`src/rtl/core/amr_pkg.sv`:
```
// Package: shared constants and types for the refinement tagger.
`default_nettype none
package amr_pkg;
  localparam int DATA_WIDTH_DEF = 32;
  localparam int FRAC_BITS_DEF  = 16;
  localparam int LEVEL_BITS_DEF = 5;
  localparam int CFG_IDX_W  = 3;
  localparam int CFG_DATA_W = 32;

  localparam logic [CFG_IDX_W-1:0] REG_MODE     = 3'd0;
  localparam logic [CFG_IDX_W-1:0] REG_NDIM     = 3'd1;
  localparam logic [CFG_IDX_W-1:0] REG_NEGATE   = 3'd2;
  localparam logic [CFG_IDX_W-1:0] REG_REFINE   = 3'd3;
  localparam logic [CFG_IDX_W-1:0] REG_DEREFINE = 3'd4;
  localparam logic [CFG_IDX_W-1:0] REG_MAXLEVEL = 3'd5;

  localparam logic [1:0] MODE_FIRST  = 2'd0;
  localparam logic [1:0] MODE_SECOND = 2'd1;

  localparam logic [1:0] TAG_DEREFINE = 2'd0;
  localparam logic [1:0] TAG_SAME     = 2'd1;
  localparam logic [1:0] TAG_REFINE   = 2'd2;

  typedef enum logic [2:0] {
    ST_IDLE, ST_PREP, ST_DIV, ST_NEXT, ST_CLASSIFY, ST_OUT
  } amr_state_t;

  // controller -> datapath
  typedef struct packed {
    logic load;      // capture input transaction
    logic prep;      // form numerator/denominator for current axis
    logic div_step;  // one quotient bit
    logic axis_done; // fold quotient into cell measure, advance axis
    logic classify;  // update row peak and block tag
    logic emit;      // clear block tag after output taken
  } amr_cmd_t;

  // datapath -> controller
  typedef struct packed {
    logic div_last;
    logic axis_last;
    logic use_div;
    logic block_end;
  } amr_sts_t;
endpackage
`default_nettype wire

```
`src/rtl/core/amr_if.sv`:
```
// Interfaces: input cell and result tag channels.
`default_nettype none
interface amr_in_if #(parameter int DW = 32, parameter int LW = 5);
  logic valid, ready;
  logic signed [DW-1:0] center, x_minus, x_plus, y_minus, y_plus, z_minus, z_plus;
  logic var_present, row_last, block_last;
  logic [LW-1:0] block_level;
  modport source(output valid, center, x_minus, x_plus, y_minus, y_plus, z_minus,
                 z_plus, var_present, block_level, row_last, block_last, input ready);
  modport sink(input valid, center, x_minus, x_plus, y_minus, y_plus, z_minus,
               z_plus, var_present, block_level, row_last, block_last, output ready);
endinterface

interface amr_out_if;
  logic valid, ready;
  logic [1:0] tag;
  modport source(output valid, tag, input ready);
  modport sink(input valid, tag, output ready);
endinterface
`default_nettype wire

```
`src/rtl/core/amr_refinement_tagger_core.sv`:
```
// Top level: gradient refinement tagger with config registers.
// Each cell transaction is taken when idle. In magnitude mode, or when the
// variable is absent, a cell skips division. In derivative modes each active
// axis runs a bit-serial restoring divider, one quotient bit per cycle, of
// DATA_WIDTH+1+FRAC_BITS steps, between a prep state and an axis-done state.
// Defaults are Q16.16 data in 3D. A block-end cell then holds its tag on the
// output until it is taken.
`default_nettype none
module amr_refinement_tagger_core import amr_pkg::*; #(
  parameter int DATA_WIDTH = DATA_WIDTH_DEF,
  parameter int FRAC_BITS  = FRAC_BITS_DEF,
  parameter int LEVEL_BITS = LEVEL_BITS_DEF
) (
  input  wire logic clk,
  input  wire logic rst_n,
  amr_in_if.sink    in_ch,
  amr_out_if.source out_ch,
  input  wire logic cfg_we,
  input  wire logic [CFG_IDX_W-1:0] cfg_index,
  input  wire logic [CFG_DATA_W-1:0] cfg_wdata
);
  logic [1:0] mode_r, ndim_r;
  logic neg_r;
  logic signed [DATA_WIDTH-1:0] rt_r, dt_r;
  logic [LEVEL_BITS-1:0] maxl_r;

  // config writes; thresholds take low bits sign-extended
  always_ff @(posedge clk) begin
    if (!rst_n) begin
      mode_r <= 2'd0; ndim_r <= 2'd3; neg_r <= 1'b0;
      rt_r <= DATA_WIDTH'(32768); dt_r <= DATA_WIDTH'(3277);
      maxl_r <= LEVEL_BITS'(31);
    end else if (cfg_we) begin
      unique case (cfg_index)
        REG_MODE:     mode_r <= cfg_wdata[1:0];
        REG_NDIM:     ndim_r <= cfg_wdata[1:0];
        REG_NEGATE:   neg_r <= cfg_wdata[0];
        REG_REFINE:   rt_r <= DATA_WIDTH'($signed(cfg_wdata));
        REG_DEREFINE: dt_r <= DATA_WIDTH'($signed(cfg_wdata));
        REG_MAXLEVEL: maxl_r <= LEVEL_BITS'(cfg_wdata[4:0]);
        default: ;
      endcase
    end
  end

  amr_cmd_t cmd;
  amr_sts_t sts;

  amr_ctrl u_ctrl (
    .clk, .rst_n,
    .in_valid(in_ch.valid), .in_ready(in_ch.ready),
    .out_valid(out_ch.valid), .out_ready(out_ch.ready),
    .sts, .cmd
  );

  amr_dp #(.DATA_WIDTH(DATA_WIDTH), .FRAC_BITS(FRAC_BITS), .LEVEL_BITS(LEVEL_BITS)) u_dp (
    .clk, .rst_n, .in_ch,
    .mode(mode_r), .ndim_used(ndim_r), .negate_magnitude(neg_r),
    .refine_threshold(rt_r), .derefine_threshold(dt_r), .level_cap(maxl_r),
    .cmd, .sts, .tag(out_ch.tag)
  );
endmodule
`default_nettype wire

```
`src/rtl/core/amr_ctrl.sv`:
```
// Controller: sequences capture, per-axis division, classification, output.
`default_nettype none
module amr_ctrl import amr_pkg::*; (
  input  wire logic clk,
  input  wire logic rst_n,
  input  wire logic in_valid,
  output logic      in_ready,
  output logic      out_valid,
  input  wire logic out_ready,
  input  wire amr_sts_t sts,
  output amr_cmd_t  cmd
);
  amr_state_t state_r, state_nxt;

  always_ff @(posedge clk) begin
    if (!rst_n) state_r <= ST_IDLE;
    else state_r <= state_nxt;
  end

  always_comb begin
    state_nxt = state_r;
    cmd = '0;
    in_ready = 1'b0;
    out_valid = 1'b0;
    unique case (state_r)
      ST_IDLE: begin
        in_ready = 1'b1;
        if (in_valid) begin
          cmd.load = 1'b1;
          state_nxt = ST_PREP;
        end
      end
      ST_PREP: begin
        if (sts.use_div) begin
          cmd.prep = 1'b1;
          state_nxt = ST_DIV;
        end else state_nxt = ST_CLASSIFY;
      end
      ST_DIV: begin
        cmd.div_step = 1'b1;
        if (sts.div_last) state_nxt = ST_NEXT;
      end
      ST_NEXT: begin
        cmd.axis_done = 1'b1;
        state_nxt = sts.axis_last ? ST_CLASSIFY : ST_PREP;
      end
      ST_CLASSIFY: begin
        cmd.classify = 1'b1;
        state_nxt = sts.block_end ? ST_OUT : ST_IDLE;
      end
      ST_OUT: begin
        out_valid = 1'b1;
        if (out_ready) begin
          cmd.emit = 1'b1;
          state_nxt = ST_IDLE;
        end
      end
      default: state_nxt = ST_IDLE;
    endcase
  end
endmodule
`default_nettype wire

```
`src/rtl/core/amr_dp.sv`:
```
// Datapath: operand capture, restoring divider, peak and tag registers.
`default_nettype none
module amr_dp import amr_pkg::*; #(
  parameter int DATA_WIDTH = DATA_WIDTH_DEF,
  parameter int FRAC_BITS  = FRAC_BITS_DEF,
  parameter int LEVEL_BITS = LEVEL_BITS_DEF
) (
  input  wire logic clk,
  input  wire logic rst_n,
  amr_in_if.sink    in_ch,
  input  wire logic [1:0] mode,
  input  wire logic [1:0] ndim_used,
  input  wire logic       negate_magnitude,
  input  wire logic signed [DATA_WIDTH-1:0] refine_threshold,
  input  wire logic signed [DATA_WIDTH-1:0] derefine_threshold,
  input  wire logic [LEVEL_BITS-1:0] level_cap,
  input  wire amr_cmd_t cmd,
  output amr_sts_t  sts,
  output logic [1:0] tag
);
  localparam int DW = DATA_WIDTH;
  localparam int EW = DW + 2;            // headroom for sums and magnitudes
  localparam int STEPS = DW + 1 + FRAC_BITS; // numerator bits plus shift
  localparam int CW = $clog2(STEPS + 1);
  localparam logic signed [DW-1:0] MAXV = {1'b0, {(DW-1){1'b1}}};
  localparam logic signed [DW-1:0] MINV = {1'b1, {(DW-1){1'b0}}};

  logic signed [DW-1:0] c_r, m_r [3], p_r [3];
  logic present_r, row_end_r, block_end_r;
  logic [LEVEL_BITS-1:0] level_r;
  logic [1:0] axis_r;
  logic [CW-1:0] cnt_r;
  logic [STEPS-1:0] num_r;   // shifting numerator bits
  logic [EW:0] rem_r;
  logic [EW-1:0] den_r;
  logic [DW:0] q_r;          // one extra bit catches saturation
  logic sat_r;
  logic signed [DW-1:0] meas_r, peak_r;
  logic [1:0] btag_r;

  function automatic logic signed [DW-1:0] sneg(input logic signed [DW-1:0] a);
    return (a == MINV) ? MAXV : -a;
  endfunction

  // per-axis operands
  logic signed [EW-1:0] ce, me, pe, avg, absc, absavg, numv;
  logic [EW-1:0] denv;
  logic [1:0] ndim_eff;
  logic [1:0] last_axis;
  always_comb begin
    ce = EW'(c_r);
    me = EW'(m_r[axis_r]);
    pe = EW'(p_r[axis_r]);
    avg = (me + pe) >>> 1;
    absc = ce[EW-1] ? -ce : ce;
    absavg = avg[EW-1] ? -avg : avg;
    if (mode == MODE_SECOND) begin
      numv = (avg > ce) ? avg - ce : ce - avg;
      denv = EW'(absavg + absc + EW'(1));
    end else begin
      numv = (pe > me) ? pe - me : me - pe;
      denv = EW'(absc + EW'(1));
    end
    ndim_eff = (ndim_used == 2'd0) ? 2'd1 : ndim_used;
    last_axis = ndim_eff - 2'd1;
  end

  // one restoring step; numerator is numv<<sh, sh = FRAC_BITS or FRAC_BITS-1
  logic [EW:0] rem_sh;
  logic [EW:0] rem_sub;
  logic [DW:0] q_nx;
  always_comb begin
    rem_sh = {rem_r[EW-1:0], num_r[STEPS-1]};
    rem_sub = rem_sh - {1'b0, den_r};
    q_nx = {q_r[DW-1:0], ~rem_sub[EW]};
  end

  logic signed [DW-1:0] qval, cellm, rt, dt;
  logic [1:0] flag;
  always_comb begin
    // quotient at or above 2^(DW-1) does not fit the signed range
    qval = (sat_r || q_r[DW] || q_r[DW-1]) ? MAXV : q_r[DW-1:0];
    cellm = negate_magnitude ? sneg(c_r) : c_r;
    rt = refine_threshold;
    dt = derefine_threshold;
    if (negate_magnitude) begin
      rt = sneg(refine_threshold);
      dt = sneg(derefine_threshold);
    end
    flag = TAG_SAME;
  end

  logic signed [DW-1:0] peak_new, rt_use, dt_use;
  logic [1:0] rflag;
  always_comb begin
    peak_new = peak_r;
    if (present_r) begin
      if (mode[1]) begin
        if (cellm > peak_r) peak_new = cellm;
      end else if (meas_r > peak_r) peak_new = meas_r;
    end
    rt_use = mode[1] ? rt : refine_threshold;
    dt_use = mode[1] ? dt : derefine_threshold;
    rflag = flag;
    if (peak_new > rt_use && level_r < level_cap) rflag = TAG_REFINE;
    if (peak_new < dt_use) rflag = TAG_DEREFINE;
  end

  always_ff @(posedge clk) begin
    if (cmd.load) begin
      c_r <= in_ch.center;
      m_r[0] <= in_ch.x_minus; p_r[0] <= in_ch.x_plus;
      m_r[1] <= in_ch.y_minus; p_r[1] <= in_ch.y_plus;
      m_r[2] <= in_ch.z_minus; p_r[2] <= in_ch.z_plus;
      present_r <= in_ch.var_present;
      level_r <= in_ch.block_level;
      row_end_r <= in_ch.row_last | in_ch.block_last;
      block_end_r <= in_ch.block_last;
      meas_r <= '0;
    end
    if (cmd.prep) begin
      num_r <= (mode == MODE_SECOND) ? STEPS'(numv[DW:0]) << FRAC_BITS
                                     : STEPS'(numv[DW:0]) << (FRAC_BITS - 1);
      den_r <= denv;
      rem_r <= '0;
      q_r <= '0;
      sat_r <= 1'b0;
    end
    if (cmd.div_step) begin
      num_r <= num_r << 1;
      q_r <= q_nx;
      sat_r <= sat_r | q_r[DW];
      rem_r <= rem_sub[EW] ? rem_sh : rem_sub;
    end
    if (cmd.axis_done && qval > meas_r) meas_r <= qval;
  end

  always_ff @(posedge clk) begin
    if (!rst_n) begin
      axis_r <= '0; cnt_r <= '0; peak_r <= '0; btag_r <= TAG_DEREFINE;
    end else begin
      if (cmd.load) axis_r <= '0;
      if (cmd.axis_done) axis_r <= axis_r + 2'd1;
      if (cmd.prep) cnt_r <= '0;
      if (cmd.div_step) cnt_r <= cnt_r + CW'(1);
      if (cmd.classify) begin
        if (row_end_r) begin
          peak_r <= '0;
          if (rflag > btag_r) btag_r <= rflag;
        end else peak_r <= peak_new;
      end
      if (cmd.emit) btag_r <= TAG_DEREFINE;
    end
  end

  always_comb begin
    sts.div_last = (cnt_r == CW'(STEPS - 1));
    sts.axis_last = (axis_r == last_axis);
    sts.use_div = present_r && !mode[1];
    sts.block_end = block_end_r;
    tag = btag_r;
  end
endmodule
`default_nettype wire
```
`src/flat_wrapper.sv`:
```
// flat-port wrapper written by rule: the top's interface ports become plain ports
module amr_refinement_tagger_core_flat import amr_pkg::*;
#(
  parameter int DATA_WIDTH = DATA_WIDTH_DEF,
  parameter int FRAC_BITS  = FRAC_BITS_DEF,
  parameter int LEVEL_BITS = LEVEL_BITS_DEF
)
  (clk, rst_n, cfg_we, cfg_index, cfg_wdata, in_ch_valid, in_ch_center, in_ch_x_minus, in_ch_x_plus, in_ch_y_minus, in_ch_y_plus, in_ch_z_minus, in_ch_z_plus, in_ch_var_present, in_ch_block_level, in_ch_row_last, in_ch_block_last, in_ch_ready, out_ch_valid, out_ch_tag, out_ch_ready);
  amr_in_if in_ch_i ();
  amr_out_if out_ch_i ();
  input  wire logic clk;
  input  wire logic rst_n;
  input  wire logic cfg_we;
  input  wire logic [CFG_IDX_W-1:0] cfg_index;
  input  wire logic [CFG_DATA_W-1:0] cfg_wdata;
  input wire logic [$bits(in_ch_i.valid)-1:0] in_ch_valid;
  input wire logic [$bits(in_ch_i.center)-1:0] in_ch_center;
  input wire logic [$bits(in_ch_i.x_minus)-1:0] in_ch_x_minus;
  input wire logic [$bits(in_ch_i.x_plus)-1:0] in_ch_x_plus;
  input wire logic [$bits(in_ch_i.y_minus)-1:0] in_ch_y_minus;
  input wire logic [$bits(in_ch_i.y_plus)-1:0] in_ch_y_plus;
  input wire logic [$bits(in_ch_i.z_minus)-1:0] in_ch_z_minus;
  input wire logic [$bits(in_ch_i.z_plus)-1:0] in_ch_z_plus;
  input wire logic [$bits(in_ch_i.var_present)-1:0] in_ch_var_present;
  input wire logic [$bits(in_ch_i.block_level)-1:0] in_ch_block_level;
  input wire logic [$bits(in_ch_i.row_last)-1:0] in_ch_row_last;
  input wire logic [$bits(in_ch_i.block_last)-1:0] in_ch_block_last;
  output wire logic [$bits(in_ch_i.ready)-1:0] in_ch_ready;
  output wire logic [$bits(out_ch_i.valid)-1:0] out_ch_valid;
  output wire logic [$bits(out_ch_i.tag)-1:0] out_ch_tag;
  input wire logic [$bits(out_ch_i.ready)-1:0] out_ch_ready;
  assign in_ch_i.valid = in_ch_valid;
  assign in_ch_i.center = in_ch_center;
  assign in_ch_i.x_minus = in_ch_x_minus;
  assign in_ch_i.x_plus = in_ch_x_plus;
  assign in_ch_i.y_minus = in_ch_y_minus;
  assign in_ch_i.y_plus = in_ch_y_plus;
  assign in_ch_i.z_minus = in_ch_z_minus;
  assign in_ch_i.z_plus = in_ch_z_plus;
  assign in_ch_i.var_present = in_ch_var_present;
  assign in_ch_i.block_level = in_ch_block_level;
  assign in_ch_i.row_last = in_ch_row_last;
  assign in_ch_i.block_last = in_ch_block_last;
  assign in_ch_ready = in_ch_i.ready;
  assign out_ch_valid = out_ch_i.valid;
  assign out_ch_tag = out_ch_i.tag;
  assign out_ch_i.ready = out_ch_ready;
  amr_refinement_tagger_core #(.DATA_WIDTH(DATA_WIDTH), .FRAC_BITS(FRAC_BITS), .LEVEL_BITS(LEVEL_BITS)) u_core (.clk(clk), .rst_n(rst_n), .in_ch(in_ch_i), .out_ch(out_ch_i), .cfg_we(cfg_we), .cfg_index(cfg_index), .cfg_wdata(cfg_wdata));
endmodule
```
`config.mk`:
```
export PLATFORM = sky130hd
export DESIGN_NAME = amr_refinement_tagger_core_flat
export DESIGN_NICKNAME = d
export VERILOG_FILES = /design/src/rtl/core/amr_pkg.sv /design/src/rtl/core/amr_if.sv /design/src/rtl/core/amr_refinement_tagger_core.sv /design/src/rtl/core/amr_ctrl.sv /design/src/rtl/core/amr_dp.sv /design/src/flat_wrapper.sv
export SDC_FILE = /design/constraint.sdc
export NUM_CORES = 2
export LEC_CHECK = 0
export BUFFER_PORTS_ARGS = -buffer_cell sky130_fd_sc_hd__buf_2
export CORE_UTILIZATION = 55
export CTS_CLUSTER_DIAMETER = 50
export DETAILED_ROUTE_END_ITERATION = 10
export GPL_TIMING_DRIVEN = 0
export MAX_ROUTING_LAYER = met4
export PLACE_DENSITY = 0.73
export SKIP_LAST_GASP = 1
export SLEW_MARGIN = 20
export SYNTH_ARGS = -nofsm -noshare
export SYNTH_HDL_FRONTEND = slang
export SYNTH_SLANG_ARGS = --single-unit
```
`constraint.sdc`:
```
create_clock -name clk -period 9.1 [get_ports clk]
set_input_delay 0.91 -clock clk [delete_from_list [all_inputs] [get_ports clk]]
set_output_delay 0.91 -clock clk [all_outputs]
set_load 0.03 [all_outputs]
```
# After elaboration in Yosys (flattened, before gate mapping)
# Memories as Yosys holds them, arrays and structs flattened. A register that Yosys moved wholly into a read port is not among the register bits.
# Index checks and enable logic that the tools add are counted.
[word_totals] regBits=342 ramBits=192 inputBits=272 word_cells=158 n_memories=2
[mem_list] name="u_core.u_dp.m_r" depth=3 word_bits=32 rd=1 rd_ports_with_merged_regs=1 wr=3 line_no="amr_dp.sv:28" source="logic signed [DW-1:0] c_r, m_r [3], p_r [3];"
[mem_list] name="u_core.u_dp.p_r" depth=3 word_bits=32 rd=1 rd_ports_with_merged_regs=1 wr=3 line_no="amr_dp.sv:28"
[classes] n_addsub=17 n_lt_le_gt_ge=9 eq_ne=19 muxes=63 n_bitwise=4 reduce_logical=21
[op_table] cell="$mux W32" n=16
[op_table] cell="$mux W34" n=6
[op_table] cell="$gt A32 B32 Y1" n=6
[op_table] cell="$mux W33" n=5
[op_table] cell="$mux W49" n=3
[op_table] cell="$sub A32 B32 Y33" n=4
[op_table] cell="$eq A32 B32 Y1 const B" n=3
[op_table] cell="$neg A32 Y32" n=3
[op_table] cell="$add A34 B2 Y34 const B" n=2
[op_table] cell="$neg A32 Y34" n=2
[op_table] cell="$sub A35 B34 Y35" n=1
[op_table] cell="$add A34 B34 Y34" n=1
[op_table] cell="$add A32 B32 Y33" n=1
[op_table] cell="$lt A32 B32 Y1" n=1
[op_table] cell="$mux W2" n=9
[op_table] cell="$mux W3" n=6
[op_table] cell="$pmux W3 S6" n=1
[op_table] cell="$mux W1" n=15
[op_table] cell="$eq A3 B2 Y1 const B" n=4
[op_table] cell="$eq A3 B3 Y1 const B" n=4
[op_table] cell="$mux W6" n=2
[op_table] cell="$reduce_and A2 Y1" n=6
[op_table] cell="$add A6 B1 Y6 const B" n=1
[op_table] cell="$eq A3 B1 Y1 const B" n=2
[op_table] cell="19 further kinds" n=29

# Longest topological paths before layout
[depth] ltp_word=13 ltp_mapped=38 mapped_depth_nobuf=35

# Worst setup path before layout
# Ideal clock, no wire load.
[synth_timing] path_type="flip-flop to flip-flop" from="register u_core.u_dp.c_r[11]" to="register u_core.u_dp.btag_r[1] (netlist: u_core.u_dp.tag[1])" setup_time_ns=0.060 t_arrival_ns=8.039 slack_ns=1.001 stages_incl_launch_ff=37 period_less_slack_ns=8.099 path_cell_list="edfxtp_1 nor4_2 and3_1 clkbuf_1 nand4_1 or3_1 nor3_1 ha_1 or3_1 o21ai_0 ha_1 and4_1 a221oi_1 o21ai_0 o221a_2 or2_2 clkbuf_1 clkbuf_1 o22ai_1 nand2_1 and2_1 ha_1 a21o_1 a21o_1 a2111oi_0 o21a_1 o211ai_1 or4_1 a311oi_1 a21oi_1 mux2i_1 ha_1 nand2_1 nand2_1 nor3_1 o21a_1 o41a_1"
[synth_via] elab_chain_len=13
[synth_rtl] item="start, declared" line_no="amr_dp.sv:28"
[synth_rtl] item="start signal, assigned" line_no="amr_dp.sv:111" source="c_r <= in_ch.center;"
[synth_rtl] item="$neg A32 Y32 / $eq A32 B32 Y1 (equally long branches)" line_no="amr_dp.sv:42" source="return (a == MINV) ? MAXV : -a;"
[synth_rtl] item="$mux W32" line_no="amr_dp.sv:42"
[synth_rtl] item="$mux W32 *" line_no="amr_dp.sv:83" source="cellm = negate_magnitude ? sneg(c_r) : c_r;"
[synth_rtl] item="$gt A32 B32 Y1" line_no="amr_dp.sv:99" source="if (cellm > peak_r) peak_new = cellm;"
[synth_rtl] item="$mux W32 *" line_no="amr_dp.sv:99"
[synth_rtl] item="$mux W32 *" line_no="amr_dp.sv:98" source="if (mode[1]) begin"
[synth_rtl] item="$mux W32 *" line_no="amr_dp.sv:97" source="if (present_r) begin"
[synth_rtl] item="$gt A32 B32 Y1" line_no="amr_dp.sv:105" source="if (peak_new > rt_use && level_r < level_cap) rflag = TAG_REFINE;"
[synth_rtl] item="$logic_and A1 B1 Y1" line_no="amr_dp.sv:105"
[synth_rtl] item="$mux W2" line_no="amr_dp.sv:105"
[synth_rtl] item="$mux W2 *" line_no="amr_dp.sv:106" source="if (peak_new < dt_use) rflag = TAG_DEREFINE;"
[synth_rtl] item="net u_core.u_dp.rflag[1]" line_no="amr_dp.sv:94" source="logic [1:0] rflag;"
[synth_rtl] item="$gt A2 B2 Y1" line_no="amr_dp.sv:149" source="if (rflag > btag_r) btag_r <= rflag;"
[synth_rtl] item="$reduce_and A3 Y1 (no line)"
[synth_rtl] item="end signal, assigned" line_no="amr_dp.sv:149"
[synth_rtl] item="end, declared" line_no="amr_dp.sv:39" source="logic [1:0] btag_r;"
# Mark *: on every way through the listed nets, which the timed path passes. The rest lies on a longest branch.
# A chain may end at the register's enable or synchronous reset.

# Worst setup path in the final report
[layout_timing] from="register u_core.u_dp.c_r[0]" to="register u_core.u_dp.btag_r[1] (netlist: u_core.u_dp.tag[1])"
# Same word-level chain as after synthesis.

==> results.txt <==
Pre-CTS setup slack -> -1.603 ns
Vias/cell -> 6.109
CP Class -> register to register
Post-synthesis sequential area ratio -> 34.22%
Sw Ratio -> 42.44%
Internal -> 0.006862 W
Data required, critical path -> 9.62 ns
Die area -> 77800 um2
CTS tree -> yes
I/O pins -> 276
Number of synthesized flops with an enable pin -> 400
Die Width -> 278.9 um
Total power -> 0.01192 W
Gate Count Post-Synth -> 4851
Post-synth top cells -> 479 x nand2_1, 404 x nor2_1, 400 x edfxtp_1, 400 x ha_1, 390 x a21oi_1
Crit path launch -> u_core.u_dp.c_r[0]
Clk Latency, worst-skew pair -> 0.64 ns
CTS Hold Bufs -> 0
Worst Setup End Kind -> register
Number of fill cells -> 6467
Post-DP HPWL -> 106900 um
Cell Pwr Density -> 246.8 nW/um2
Crit path capture -> u_core.u_dp.tag[1]
CP dominant cell by count -> ha_1
Largest area contributor in the netlist -> edfxtp_1
Top cell type's share of synthesized area -> 28.48%
Async SR Flop Fraction -> 0%
Rel. slew slack -> 20.86%
Slowest CP cell -> or4_1
Status -> finished clean
Die height -> 278.9 um
Seq cells post-synth -> 521
Reg2reg start -> u_core.u_dp.c_r[0]
DR vias -> 38720
Top-count cell post-synth -> nand2_1
Worst R2R End -> u_core.u_dp.tag[1]
Global Route Usage Sum -> 35.45%
DRC -> 0
Vias in the first global route -> 36400
Htree depth -> 3
Sequential power share -> 25.3%
Reg2Reg Setup Slack -> 0.22 ns
HP Start -> in_ch_z_plus[25]
First-pass GRT wire length -> 208500 um
Final period utilization -> 97.63%
Iteration count of the initial detailed-routing pass -> 6
Core Area -> 75950 um2
Starting density of the core -> 55.54%
Reg area -> 14430 um2
Port Buffer Count -> 274
Startpoint types -> register
WP data arrival -> 9.40 ns
Multi-input gate area -> 25850 um2
Cell Area, Synth -> 42180 um2
Tmin final -> 8.885 ns
Detailed Route WL -> 136600 um
Initial antenna violation count -> 4
Setup tns final -> 0 ns
# nets final -> 5924
Maxcap violations -> 0
Critical path's largest stage delay -> 0.53 ns
Grt ovf -> 0
Detail Route Antenna Nets -> 0
Yosys warnings -> 0
CTS Buf Count -> 75
Synth top area cells -> edfxtp_1 28%, ha_1 12%, dfxtp_1 5.7%
Slew Viols, Final -> 0
Avg Synthesized Cell Area -> 8.695 um2
GPL Wtd Cong -> 1.053
R2r worst-path depth -> 34
Worst-Margin Slew -> 1.187 ns
VDD IR max -> 216.9 uV
Static leakage -> 19.40 nW
Row cnt -> 101
Clock Sinks -> 521
Fin. Hold Viols -> 0
Final Setup Violations -> 0
Reg clk slew, reported paths -> 0.06 ns
Net Switching -> 0.005060 W
Top FF cell, synth -> edfxtp_1
Crit-path max FO -> 10
CTS root buf -> clkbuf_16
Logic gate share of total power -> 49.9%
Clock Skew -> 0.04454 ns
CTS Buffer Depth -> 3
Clock power share -> 24.8%
PnR worst setup slack -> 0.2155 ns
Drt initial violations -> 3847
F_max -> 112.6 MHz
Share of cells above drive strength 1 -> 11.50%
Pin count of the biggest net entering global routing -> 105
Worst hold path type -> primary input to register
Routed wire per std cell -> 21.55 um
Post-synthesis cell type count -> 92
Area growth syn-to-layout -> 14.54%
WHS -> 0.4385 ns
[state kept, by name, indices dropped and copies added, names as in the netlist, 2 cells and up, named ones only]
register,count
u_core.u_dp.level_r,5
u_core.u_dp.m_r,96
u_core.u_dp.cnt_r,6
u_core.u_dp.rem_r,34
u_core.rt_r,32
u_core.u_dp.tag,2
u_core.mode_r,2
u_core.u_dp.peak_r,32
u_core.u_ctrl.state_r,3
u_core.u_dp.den_r,34
u_core.u_dp.p_r,96
u_core.u_dp.q_r,33
u_core.u_dp.num_r,34
u_core.maxl_r,5
u_core.u_dp.axis_r,2
u_core.ndim_r,2
u_core.u_dp.c_r,32
u_core.u_dp.meas_r,32
u_core.dt_r,32
[through the flow]
step | util [%] | std cells | instance area, um2
2_1_floorplan | - | 4854 | 42190
3_3_place_gp | 59.05 | 6158 | 44850
3_5_place_dp | 59.24 | 6164 | 45000
4_1_cts | 63.13 | 6311 | 47950
5_1_grt | 63.61 | 6338 | 48310
6_report | 63.61 | 6338 | 48310
[cell usage in the layout, fill, tap and decap left out, drive strengths merged, types with 52 or more instances in the layout]
cell type  synthesis  layout
nand3             82      82
xnor2            204     204
o21bai            52      52
mux2i            123     123
o21ai            198     198
edfxtp           400     400
nor2             405     405
buf               31     348
a21boi            71      71
o21a             120     120
nand2            480     480
nor3              78      78
inv              366     379
ha               400     400
nand4             83      83
xor2              56      56
dfxtp            121     121
and3              59      59
a211oi            66      66
a31oi             64      64
a21o             122     122
clkbuf           210     295
a21oi            391     391
[what timing repair did]
action	4_1_cts	5_1_grt
setup endpoints to repair	18	30
setup buffers	11	28
pin swaps	4	10
gates resized for setup	69	46
[final cells by class]
| cell class | instances | area share [%] |
|---|---|---|
| multi-input cells | 3723 | 53.52 |
| flip-flops and latches | 521 | 29.88 |
| clock buffers | 88 | 4.118 |
| repair buffers | 319 | 3.704 |
| inverters | 369 | 2.890 |
| well taps | 1030 | 2.668 |
| plain buffers | 236 | 1.984 |
| clock inverters | 50 | 1.230 |
| diodes | 2 | 0.01036 |
[worst min-delay path by stage]
| stage | cells past startpoint | slack, ns | endpoint |
|---|---|---|---|
| 4_1_cts | 1 | 0.41 | u_core.u_dp.m_r[1][1] |
| 3_5_place_dp | 2 | 0.46 | u_core.rt_r[12] |
| 2_1_floorplan | 2 | 0.44 | u_core.maxl_r[0] |
| 6_report | 1 | 0.44 | u_core.u_dp.p_r[2][25] |
| 3_3_place_gp | 2 | 0.46 | u_core.rt_r[12] |
| 5_1_grt | 1 | 0.42 | u_core.u_dp.m_r[2][2] |
[power groups by stage]
stage / registers [W] / logic, W / clock network, W
2_1_floorplan: 0.00305 / 0.00418 / 0
3_3_place_gp: 0.00312 / 0.00557 / 0
3_5_place_dp: 0.00306 / 0.00565 / 0
4_1_cts: 0.00302 / 0.00572 / 0.00299
5_1_grt: 0.00304 / 0.00647 / 0.00308
6_report: 0.00302 / 0.00594 / 0.00296
[cell families after synthesis]
family,share of synthesized area [%]
AOI/OAI and AO/OA,22.67
muxes,3.213
DFF,34.22
other,0.008891
xor gates and xnor gates,5.434
and+or+nand+nor,16.76
adders and majority gates,12.20
buffers and inverters,5.494
[worst max-delay path, delay by kind of cell, from the launching register on]
family                     cells  cell delay (ns)
buffers and inverters          4             1.05
DFF                            1             0.35
and+or+nand+nor                9             2.50
AOI/OAI and AO/OA             16             3.38
muxes                          1             0.23
adders and majority gates      4             1.20
[routing by layer]
metal / wire [um] / global-route usage, % / vias to the layer above
li1: - / - / 18490
met1: 59930 / 48.10 / 18160
met2: 60100 / 54.09 / 1786
met3: 10420 / 3.916 / 277
met4: 6157 / 14.34 / 0
met5: 0 / - / -
Note: power is estimated with default switching activity, not from simulation.
